===== src/hdl/lkv_pkg.sv =====
// Shared constants and types for the LRU key/value cache.
`timescale 1ns / 1ps
`default_nettype none

package lkv_pkg;

    localparam int DEF_ENTRIES = 16;
    localparam int KEY_W       = 32;
    localparam int VAL_W       = 31;
    localparam int CAP_W       = 5;
    localparam int APB_ADDR_W  = 2;
    localparam int APB_DATA_W  = 32;

    localparam logic [CAP_W-1:0]      CAP_RESET    = 5'd16;
    localparam logic [APB_ADDR_W-1:0] ADDR_CAPACITY = 2'd0;

    localparam logic CMD_GET = 1'b0;
    localparam logic CMD_PUT = 1'b1;

    // Recency update request from the controller to the rank tracker.
    typedef struct packed {
        logic touch;
        logic insert;
    } lkv_upd_t;

endpackage

`default_nettype wire


===== src/hdl/lkv_rank.sv =====
// Valid bits, recency ranks and occupancy of the LRU key/value cache.
`timescale 1ns / 1ps
`default_nettype none

module lkv_rank
    import lkv_pkg::*;
#(
    parameter int ENTRIES = DEF_ENTRIES,
    localparam int IDX_W  = (ENTRIES > 1) ? $clog2(ENTRIES) : 1,
    localparam int OCC_W  = $clog2(ENTRIES + 1)
) (
    input  wire logic             aclk,
    input  wire logic             aresetn,
    input  wire lkv_upd_t         upd,
    input  wire logic [IDX_W-1:0] upd_slot,
    input  wire logic [IDX_W-1:0] upd_rank,
    input  wire logic [OCC_W-1:0] evict_cnt,
    input  wire logic [IDX_W-1:0] rd_idx,
    output logic                  rd_valid,
    output logic      [IDX_W-1:0] rd_rank,
    output logic      [OCC_W-1:0] occupancy
);

    logic             valid_reg [ENTRIES];
    logic             valid_next[ENTRIES];
    logic [IDX_W-1:0] rank_reg  [ENTRIES];
    logic [IDX_W-1:0] rank_next [ENTRIES];
    logic [OCC_W-1:0] occ_reg;
    logic [OCC_W-1:0] occ_next;

    assign rd_valid  = valid_reg[rd_idx];
    assign rd_rank   = rank_reg[rd_idx];
    assign occupancy = occ_reg;

    always_comb begin
        occ_next = occ_reg;
        for (int i = 0; i < ENTRIES; i++) begin
            valid_next[i] = valid_reg[i];
            rank_next[i]  = rank_reg[i];
            if (upd.touch) begin
                if (valid_reg[i] && rank_reg[i] > upd_rank) begin
                    rank_next[i] = rank_reg[i] - 1'b1;
                end
                if (upd_slot == IDX_W'(i)) begin
                    rank_next[i] = IDX_W'(occ_reg - 1'b1);
                end
            end else if (upd.insert) begin
                // batch eviction: every entry ranked below the count goes
                if (valid_reg[i]) begin
                    if (OCC_W'(rank_reg[i]) < evict_cnt) begin
                        valid_next[i] = 1'b0;
                        rank_next[i]  = '0;
                    end else begin
                        rank_next[i] = IDX_W'(OCC_W'(rank_reg[i]) - evict_cnt);
                    end
                end
                if (upd_slot == IDX_W'(i)) begin
                    valid_next[i] = 1'b1;
                    rank_next[i]  = IDX_W'(occ_reg - evict_cnt);
                end
            end
        end
        if (upd.insert) begin
            occ_next = occ_reg - evict_cnt + 1'b1;
        end
    end

    always_ff @(posedge aclk) begin
        if (!aresetn) begin
            occ_reg <= '0;
            for (int i = 0; i < ENTRIES; i++) begin
                valid_reg[i] <= 1'b0;
                rank_reg[i]  <= '0;
            end
        end else begin
            occ_reg <= occ_next;
            for (int i = 0; i < ENTRIES; i++) begin
                valid_reg[i] <= valid_next[i];
                rank_reg[i]  <= rank_next[i];
            end
        end
    end

endmodule

`default_nettype wire


===== src/hdl/lru_key_value_cache.sv =====
// Top level of the LRU key/value cache: APB register, key scan and result stage.
// A new request is accepted only in idle, after the previous result is issued. The key
// scan reads the single read port of the key/value memory, one entry per cycle.
// Reset: store empty, capacity 16; memory contents are not cleared and need no
// clearing pass, since only entries marked valid are ever compared.
`timescale 1ns / 1ps
`default_nettype none

module lru_key_value_cache
    import lkv_pkg::*;
#(
    parameter int ENTRIES = DEF_ENTRIES
) (
    input  wire logic                    aclk,
    input  wire logic                    aresetn,
    input  wire logic                    psel,
    input  wire logic                    penable,
    input  wire logic                    pwrite,
    input  wire logic [APB_ADDR_W-1:0]   paddr,
    input  wire logic [APB_DATA_W-1:0]   pwdata,
    output logic      [APB_DATA_W-1:0]   prdata,
    output logic                         pready,
    input  wire logic                    s_valid,
    output logic                         s_ready,
    input  wire logic                    s_command,
    input  wire logic signed [KEY_W-1:0] s_key,
    input  wire logic        [VAL_W-1:0] s_value,
    output logic                         m_valid,
    input  wire logic                    m_ready,
    output logic                         m_found,
    output logic             [VAL_W-1:0] m_read_value
);

    localparam int IDX_W = (ENTRIES > 1) ? $clog2(ENTRIES) : 1;
    localparam int OCC_W = $clog2(ENTRIES + 1);
    localparam int MEM_W = KEY_W + VAL_W;

    typedef enum logic [3:0] {
        ST_IDLE   = 4'b0001,
        ST_SCAN   = 4'b0010,
        ST_LAST   = 4'b0100,
        ST_UPDATE = 4'b1000
    } state_t;

    state_t state_reg, state_next;

    logic [CAP_W-1:0] cap_reg;
    logic [OCC_W-1:0] cap_eff;
    logic [OCC_W-1:0] occupancy;
    logic [OCC_W-1:0] evict_cnt;

    // request capture
    logic             cmd_reg,       cmd_next;
    logic [KEY_W-1:0] key_reg,       key_next;
    logic [VAL_W-1:0] value_reg,     value_next;
    logic [OCC_W-1:0] evict_cnt_reg, evict_cnt_next;

    // scan
    logic [IDX_W-1:0] scan_idx_reg,  scan_idx_next;
    logic             cmp_vld_reg,   cmp_vld_next;
    logic [IDX_W-1:0] cmp_idx_reg,   cmp_idx_next;
    logic             hit_reg,       hit_next;
    logic [IDX_W-1:0] hit_slot_reg,  hit_slot_next;
    logic [IDX_W-1:0] hit_rank_reg,  hit_rank_next;
    logic [VAL_W-1:0] hit_value_reg, hit_value_next;
    logic             free_reg,      free_next;
    logic [IDX_W-1:0] free_slot_reg, free_slot_next;

    // result
    logic             m_valid_reg,   m_valid_next;
    logic             found_reg,     found_next;
    logic [VAL_W-1:0] rvalue_reg,    rvalue_next;

    // key/value memory
    logic [MEM_W-1:0] mem [ENTRIES];
    logic [MEM_W-1:0] mem_q_reg;
    logic             mem_we;
    logic [IDX_W-1:0] mem_waddr;

    logic             rd_valid;
    logic [IDX_W-1:0] rd_rank;
    logic             fire;
    logic             put_on;
    logic             cfg_we;
    lkv_upd_t         upd;

    assign pready  = 1'b1;
    assign cfg_we  = psel && penable && pwrite && (paddr == ADDR_CAPACITY);
    assign prdata  = (paddr == ADDR_CAPACITY) ? APB_DATA_W'(cap_reg) : '0;

    assign s_ready      = (state_reg == ST_IDLE);
    assign m_valid      = m_valid_reg;
    assign m_found      = found_reg;
    assign m_read_value = rvalue_reg;

    assign cap_eff   = (int'(cap_reg) > ENTRIES) ? OCC_W'(ENTRIES) : OCC_W'(cap_reg);
    assign evict_cnt = (cap_eff != '0 && occupancy >= cap_eff)
                       ? OCC_W'(occupancy - cap_eff + 1'b1) : '0;

    assign fire   = (state_reg == ST_UPDATE) && (!m_valid_reg || m_ready);
    assign put_on = (cmd_reg == CMD_PUT) && (cap_eff != '0);

    assign upd.touch  = fire && hit_reg && ((cmd_reg == CMD_GET) || put_on);
    assign upd.insert = fire && put_on && !hit_reg;
    assign mem_we     = fire && put_on;
    assign mem_waddr  = hit_reg ? hit_slot_reg : free_slot_reg;

    lkv_rank #(
        .ENTRIES   (ENTRIES)
    ) u_rank (
        .aclk      (aclk),
        .aresetn   (aresetn),
        .upd       (upd),
        .upd_slot  (mem_waddr),
        .upd_rank  (hit_rank_reg),
        .evict_cnt (evict_cnt_reg),
        .rd_idx    (cmp_idx_reg),
        .rd_valid  (rd_valid),
        .rd_rank   (rd_rank),
        .occupancy (occupancy)
    );

    always_ff @(posedge aclk) begin
        if (mem_we) begin
            mem[mem_waddr] <= {key_reg, value_reg};
        end
        mem_q_reg <= mem[scan_idx_reg];
    end

    always_comb begin
        state_next     = state_reg;
        cmd_next       = cmd_reg;
        key_next       = key_reg;
        value_next     = value_reg;
        evict_cnt_next = evict_cnt_reg;
        scan_idx_next  = scan_idx_reg;
        cmp_vld_next   = 1'b0;
        cmp_idx_next   = cmp_idx_reg;
        hit_next       = hit_reg;
        hit_slot_next  = hit_slot_reg;
        hit_rank_next  = hit_rank_reg;
        hit_value_next = hit_value_reg;
        free_next      = free_reg;
        free_slot_next = free_slot_reg;
        m_valid_next   = m_valid_reg && !m_ready;
        found_next     = found_reg;
        rvalue_next    = rvalue_reg;

        // compare the entry read in the previous cycle
        if (cmp_vld_reg) begin
            if (!hit_reg && rd_valid && mem_q_reg[MEM_W-1:VAL_W] == key_reg) begin
                hit_next       = 1'b1;
                hit_slot_next  = cmp_idx_reg;
                hit_rank_next  = rd_rank;
                hit_value_next = mem_q_reg[VAL_W-1:0];
            end
            if (!free_reg && (!rd_valid || OCC_W'(rd_rank) < evict_cnt_reg)) begin
                free_next      = 1'b1;
                free_slot_next = cmp_idx_reg;
            end
        end

        case (state_reg)
            ST_IDLE: begin
                if (s_valid) begin
                    cmd_next       = s_command;
                    key_next       = s_key;
                    value_next     = s_value;
                    evict_cnt_next = evict_cnt;
                    scan_idx_next  = '0;
                    hit_next       = 1'b0;
                    free_next      = 1'b0;
                    state_next     = ST_SCAN;
                end
            end
            ST_SCAN: begin
                cmp_vld_next = 1'b1;
                cmp_idx_next = scan_idx_reg;
                if (scan_idx_reg == IDX_W'(ENTRIES - 1)) begin
                    state_next = ST_LAST;
                end else begin
                    scan_idx_next = scan_idx_reg + 1'b1;
                end
            end
            ST_LAST: begin
                state_next = ST_UPDATE;
            end
            ST_UPDATE: begin
                if (fire) begin
                    m_valid_next = 1'b1;
                    found_next   = (cmd_reg == CMD_GET) && hit_reg;
                    rvalue_next  = ((cmd_reg == CMD_GET) && hit_reg) ? hit_value_reg : '0;
                    state_next   = ST_IDLE;
                end
            end
            default: begin
                state_next = ST_IDLE;
            end
        endcase
    end

    always_ff @(posedge aclk) begin
        if (!aresetn) begin
            state_reg   <= ST_IDLE;
            cmp_vld_reg <= 1'b0;
            m_valid_reg <= 1'b0;
            cap_reg     <= CAP_RESET;
        end else begin
            state_reg   <= state_next;
            cmp_vld_reg <= cmp_vld_next;
            m_valid_reg <= m_valid_next;
            if (cfg_we) begin
                cap_reg <= pwdata[CAP_W-1:0];
            end
        end
    end

    always_ff @(posedge aclk) begin
        cmd_reg       <= cmd_next;
        key_reg       <= key_next;
        value_reg     <= value_next;
        evict_cnt_reg <= evict_cnt_next;
        scan_idx_reg  <= scan_idx_next;
        cmp_idx_reg   <= cmp_idx_next;
        hit_reg       <= hit_next;
        hit_slot_reg  <= hit_slot_next;
        hit_rank_reg  <= hit_rank_next;
        hit_value_reg <= hit_value_next;
        free_reg      <= free_next;
        free_slot_reg <= free_slot_next;
        found_reg     <= found_next;
        rvalue_reg    <= rvalue_next;
    end

endmodule

`default_nettype wire


===== config.mk =====
export PLATFORM = sky130hd
export DESIGN_NAME = lru_key_value_cache
export DESIGN_NICKNAME = d
export VERILOG_FILES = /design/src/hdl/lkv_pkg.sv /design/src/hdl/lkv_rank.sv /design/src/hdl/lru_key_value_cache.sv
export SDC_FILE = /design/constraint.sdc
export NUM_CORES = 2
export LEC_CHECK = 0
export BUFFER_PORTS_ARGS = -buffer_cell sky130_fd_sc_hd__buf_2
export CAP_MARGIN = 15
export CORE_MARGIN = 2
export CORE_UTILIZATION = 25
export DETAILED_ROUTE_END_ITERATION = 8
export PLACE_DENSITY = 0.44
export SLEW_MARGIN = 20
export SYNTH_ARGS = -nofsm -noshare
export SYNTH_HDL_FRONTEND = slang
export SYNTH_HIERARCHICAL = 1
export SYNTH_SLANG_ARGS = --single-unit

===== constraint.sdc =====
create_clock -name aclk -period 6.84 [get_ports aclk]
set_input_delay 1.368 -clock aclk [delete_from_list [all_inputs] [get_ports aclk]]
set_output_delay 1.368 -clock aclk [all_outputs]
set_load 0.005 [all_outputs]

==> qor.csv <==
metric;value;unit
synth_seq_cells;1321;
ys_warn_count;6;
final_cell_mix;1169 x edfxtp_1, 340 x mux4_2, 164 x ha_1;
p_leak;0.0208;µW
hold_path.class;reg2reg;
ios;172;
reg2reg_to;mem[5][20];
drc;0;
crit_top_cell;buf_4;
firstDrtPassIters;5;
die_x;477;µm
finalSetupViolations;0;
drt-initial-drc-count;2483;
syn-cell-area;56000;µm²
status;complete, no violations;
cts_tree;built;
power.density;284;nW/µm²
finalCritPeriodShare;57.5;%
whs;0.391;ns
cp_num_buf_inv;3;
r2r_start;hit_reg;
endpoint_kind;flip-flop;
whs_path_depth;0;
fin_setup_tns;0;ns
cts_resized;0;
drt-total-wl;154000;µm
crit_slowest_cell;nor2_4;
ir_drop;0.232;mV
grt_pass1_wl;223000;µm
yosys_most_used_dff;edfxtp_1;
maxCapViolations;0;
fill_cells;22080;
clk_pin_slew;0.06;ns
required;7.23;ns
max_slew_margin;22.8;%
startpoint_type;flip-flop;
synth.distinct_cells;81;
core_area;223000;µm²
path_max_fanout;19;
clockBufferDepth;3;
vias;29496;
clock_latency;0.78;ns
cpPeakStageDelay;0.68;ns
routed_via_density;4.60;
drive_gt1_share;23.2;%
max_freq;254;MHz
antenna_left;0;
slew_violations;0;
rows;173;
final_hold_viol_count;0;
worst_slack;2.91;ns
synth.avg_cell_area;18.0;µm²
r2r_cells;6;
routedWlPerCell;24.0;µm
async_flop_share;0;%
dieHeight;477;µm
yosysSeqAreaShare;68.1;%
crit_chain;mux2i_1, inv_1, buf_4, nand2_1, nor2_4, buf_4;
final_net_count;3596;
area_growth;16.3;%
portBuffers;116;
cts-root-buf;clkbuf_16;
grt_max_degree;95;
globalplace.congestion;0.763;
synth_edf_count;1169;
clock_skew;0.0444;ns
place_ws;2.07;ns
synthCells;3108;
final-seq-area;38100;µm²
rsz0062_at_grt;false;
die-area;228000;µm²
critPathArrivalTime;4.32;ns
final_common_cell;edfxtp_1;
h-tree-depth;4;
cpLargestDelayFamily;buffers and inverters;
dp_hpwl;84000;µm
largest_reg_flops;1008;
crit_type;reg2reg;
antenna_found_initial;11;
initial_core_util;25.2;%
cts_setup_buffers;0;
grt_pass1_vias;30712;
hp-start;mem_q_reg[23];
post-route-min-period;3.93;ns
timing_worst_slew_pin_value;1.16;ns
grtUsageTotal;13.4;%
multi_input_area;16900;µm²
cts.sinks;1321;
regToRegSetupSlack;2.91;ns
holdPathEnd;hit_value_reg[23];
cts_hold_buffers;0;
grt_overflow;0;
cts-buffers-inserted;148;
==> area by class of cell <==
type,count,area share [%]
Sequential cell,1321,58.5
Multi-Input combinational cell,1548,25.9
Clock buffer,218,6.41
Tap cell,2975,5.71
Timing Repair Buffer,197,2.13
Clock inverter,55,0.808
Inverter,92,0.534
Antenna cell,3,0.0115
==> cell usage after synthesis (all sizes together), types with 9 or more instances <==
master   count  area (µm²)
xor2        64         561
mux2i       18         180
o2111ai     10        87.6
nor3        54         282
o211ai      17         128
a32oi       21         184
a311oi      42         374
or2         17         106
nand4       20         125
edfxtp    1169       35100
xnor2       39         342
nor2b       35         219
nand3b      11        82.6
a21o        13        97.6
a31oi       20         125
o32ai       27         236
mux4       340        7660
nand3       43         215
o21ai       56         280
and2        52         325
a22o        29         272
buf        105         687
nand2      117         439
o31ai        9        67.6
clkbuf      68         255
nor2        80         303
a21oi       95         475
dfxtp      152        3040
ha         164        2050
fa          19         380
inv         90         338
==> cell families (layout without fill, tap and decap cells) <==
group	Yosys count	after routing	synth area share, %
multiplexers	359	359	14.0
adder cells (fa/ha/maj)	183	183	4.34
other	2	31	0.0134
buffers and inverters	265	562	2.30
XOR/XNOR	103	103	1.61
AO/OA/AOI/OAI	390	390	4.94
flip-flops	1321	1321	68.1
AND/OR/NAND/NOR	485	485	4.72
==> metrics by stage <==
stage | power, µW | instance area (µm²) | utilization [%] | instances
global route | 19200 | 65200 | 29.3 | 6406
finish | 18500 | 65200 | 29.3 | 6409
floorplan | 10500 | 56100 | - | 3134
global placement | 11000 | 60400 | 27.2 | 6131
CTS | 18800 | 65200 | 29.3 | 6406
detailed placement | 11000 | 60500 | 27.2 | 6133
==> worst reg2reg max path, cell delays in order, from the launching register on <==
cell,delay (ns)
dfxtp_1,0.66
mux2i_1,0.26
inv_1,0.56
buf_4,0.50
nand2_1,0.37
nor2_4,0.69
buf_4,0.52
==> worst max-delay path by stage <==
stage                       from  slack, ns  cells after the start                    end
floorplan                m_ready       1.75                      5              mem[1][0]
global placement         m_ready       2.12                     11  u_rank/rank_reg[0][3]
detailed placement       m_ready       2.07                     10  u_rank/rank_reg[7][3]
CTS                      hit_reg       2.79                      6             mem[5][21]
global route        state_reg[3]       2.61                     11  u_rank/rank_reg[3][2]
finish                   hit_reg       2.91                      6             mem[5][20]
==> layer usage <==
| layer | global-route usage (%) | part of all wire (%) | up-vias |
|---|---|---|---|
| li1 | - | - | 13008 |
| met1 | 18.0 | 45 | 15576 |
| met2 | 22.3 | 49 | 716 |
| met3 | 2.15 | 4.4 | 196 |
| met4 | 3.27 | 2.0 | 0 |
| met5 | 0 | 0 | - |
==> where the power goes <==
part | internal, µW | switching (µW) | leakage (µW)
combinational | 695 | 811 | 0.00675
sequential | 9060 | 231 | 0.0117
clock | 4420 | 3290 | 0.00228
(Power assumes the default switching activity.)
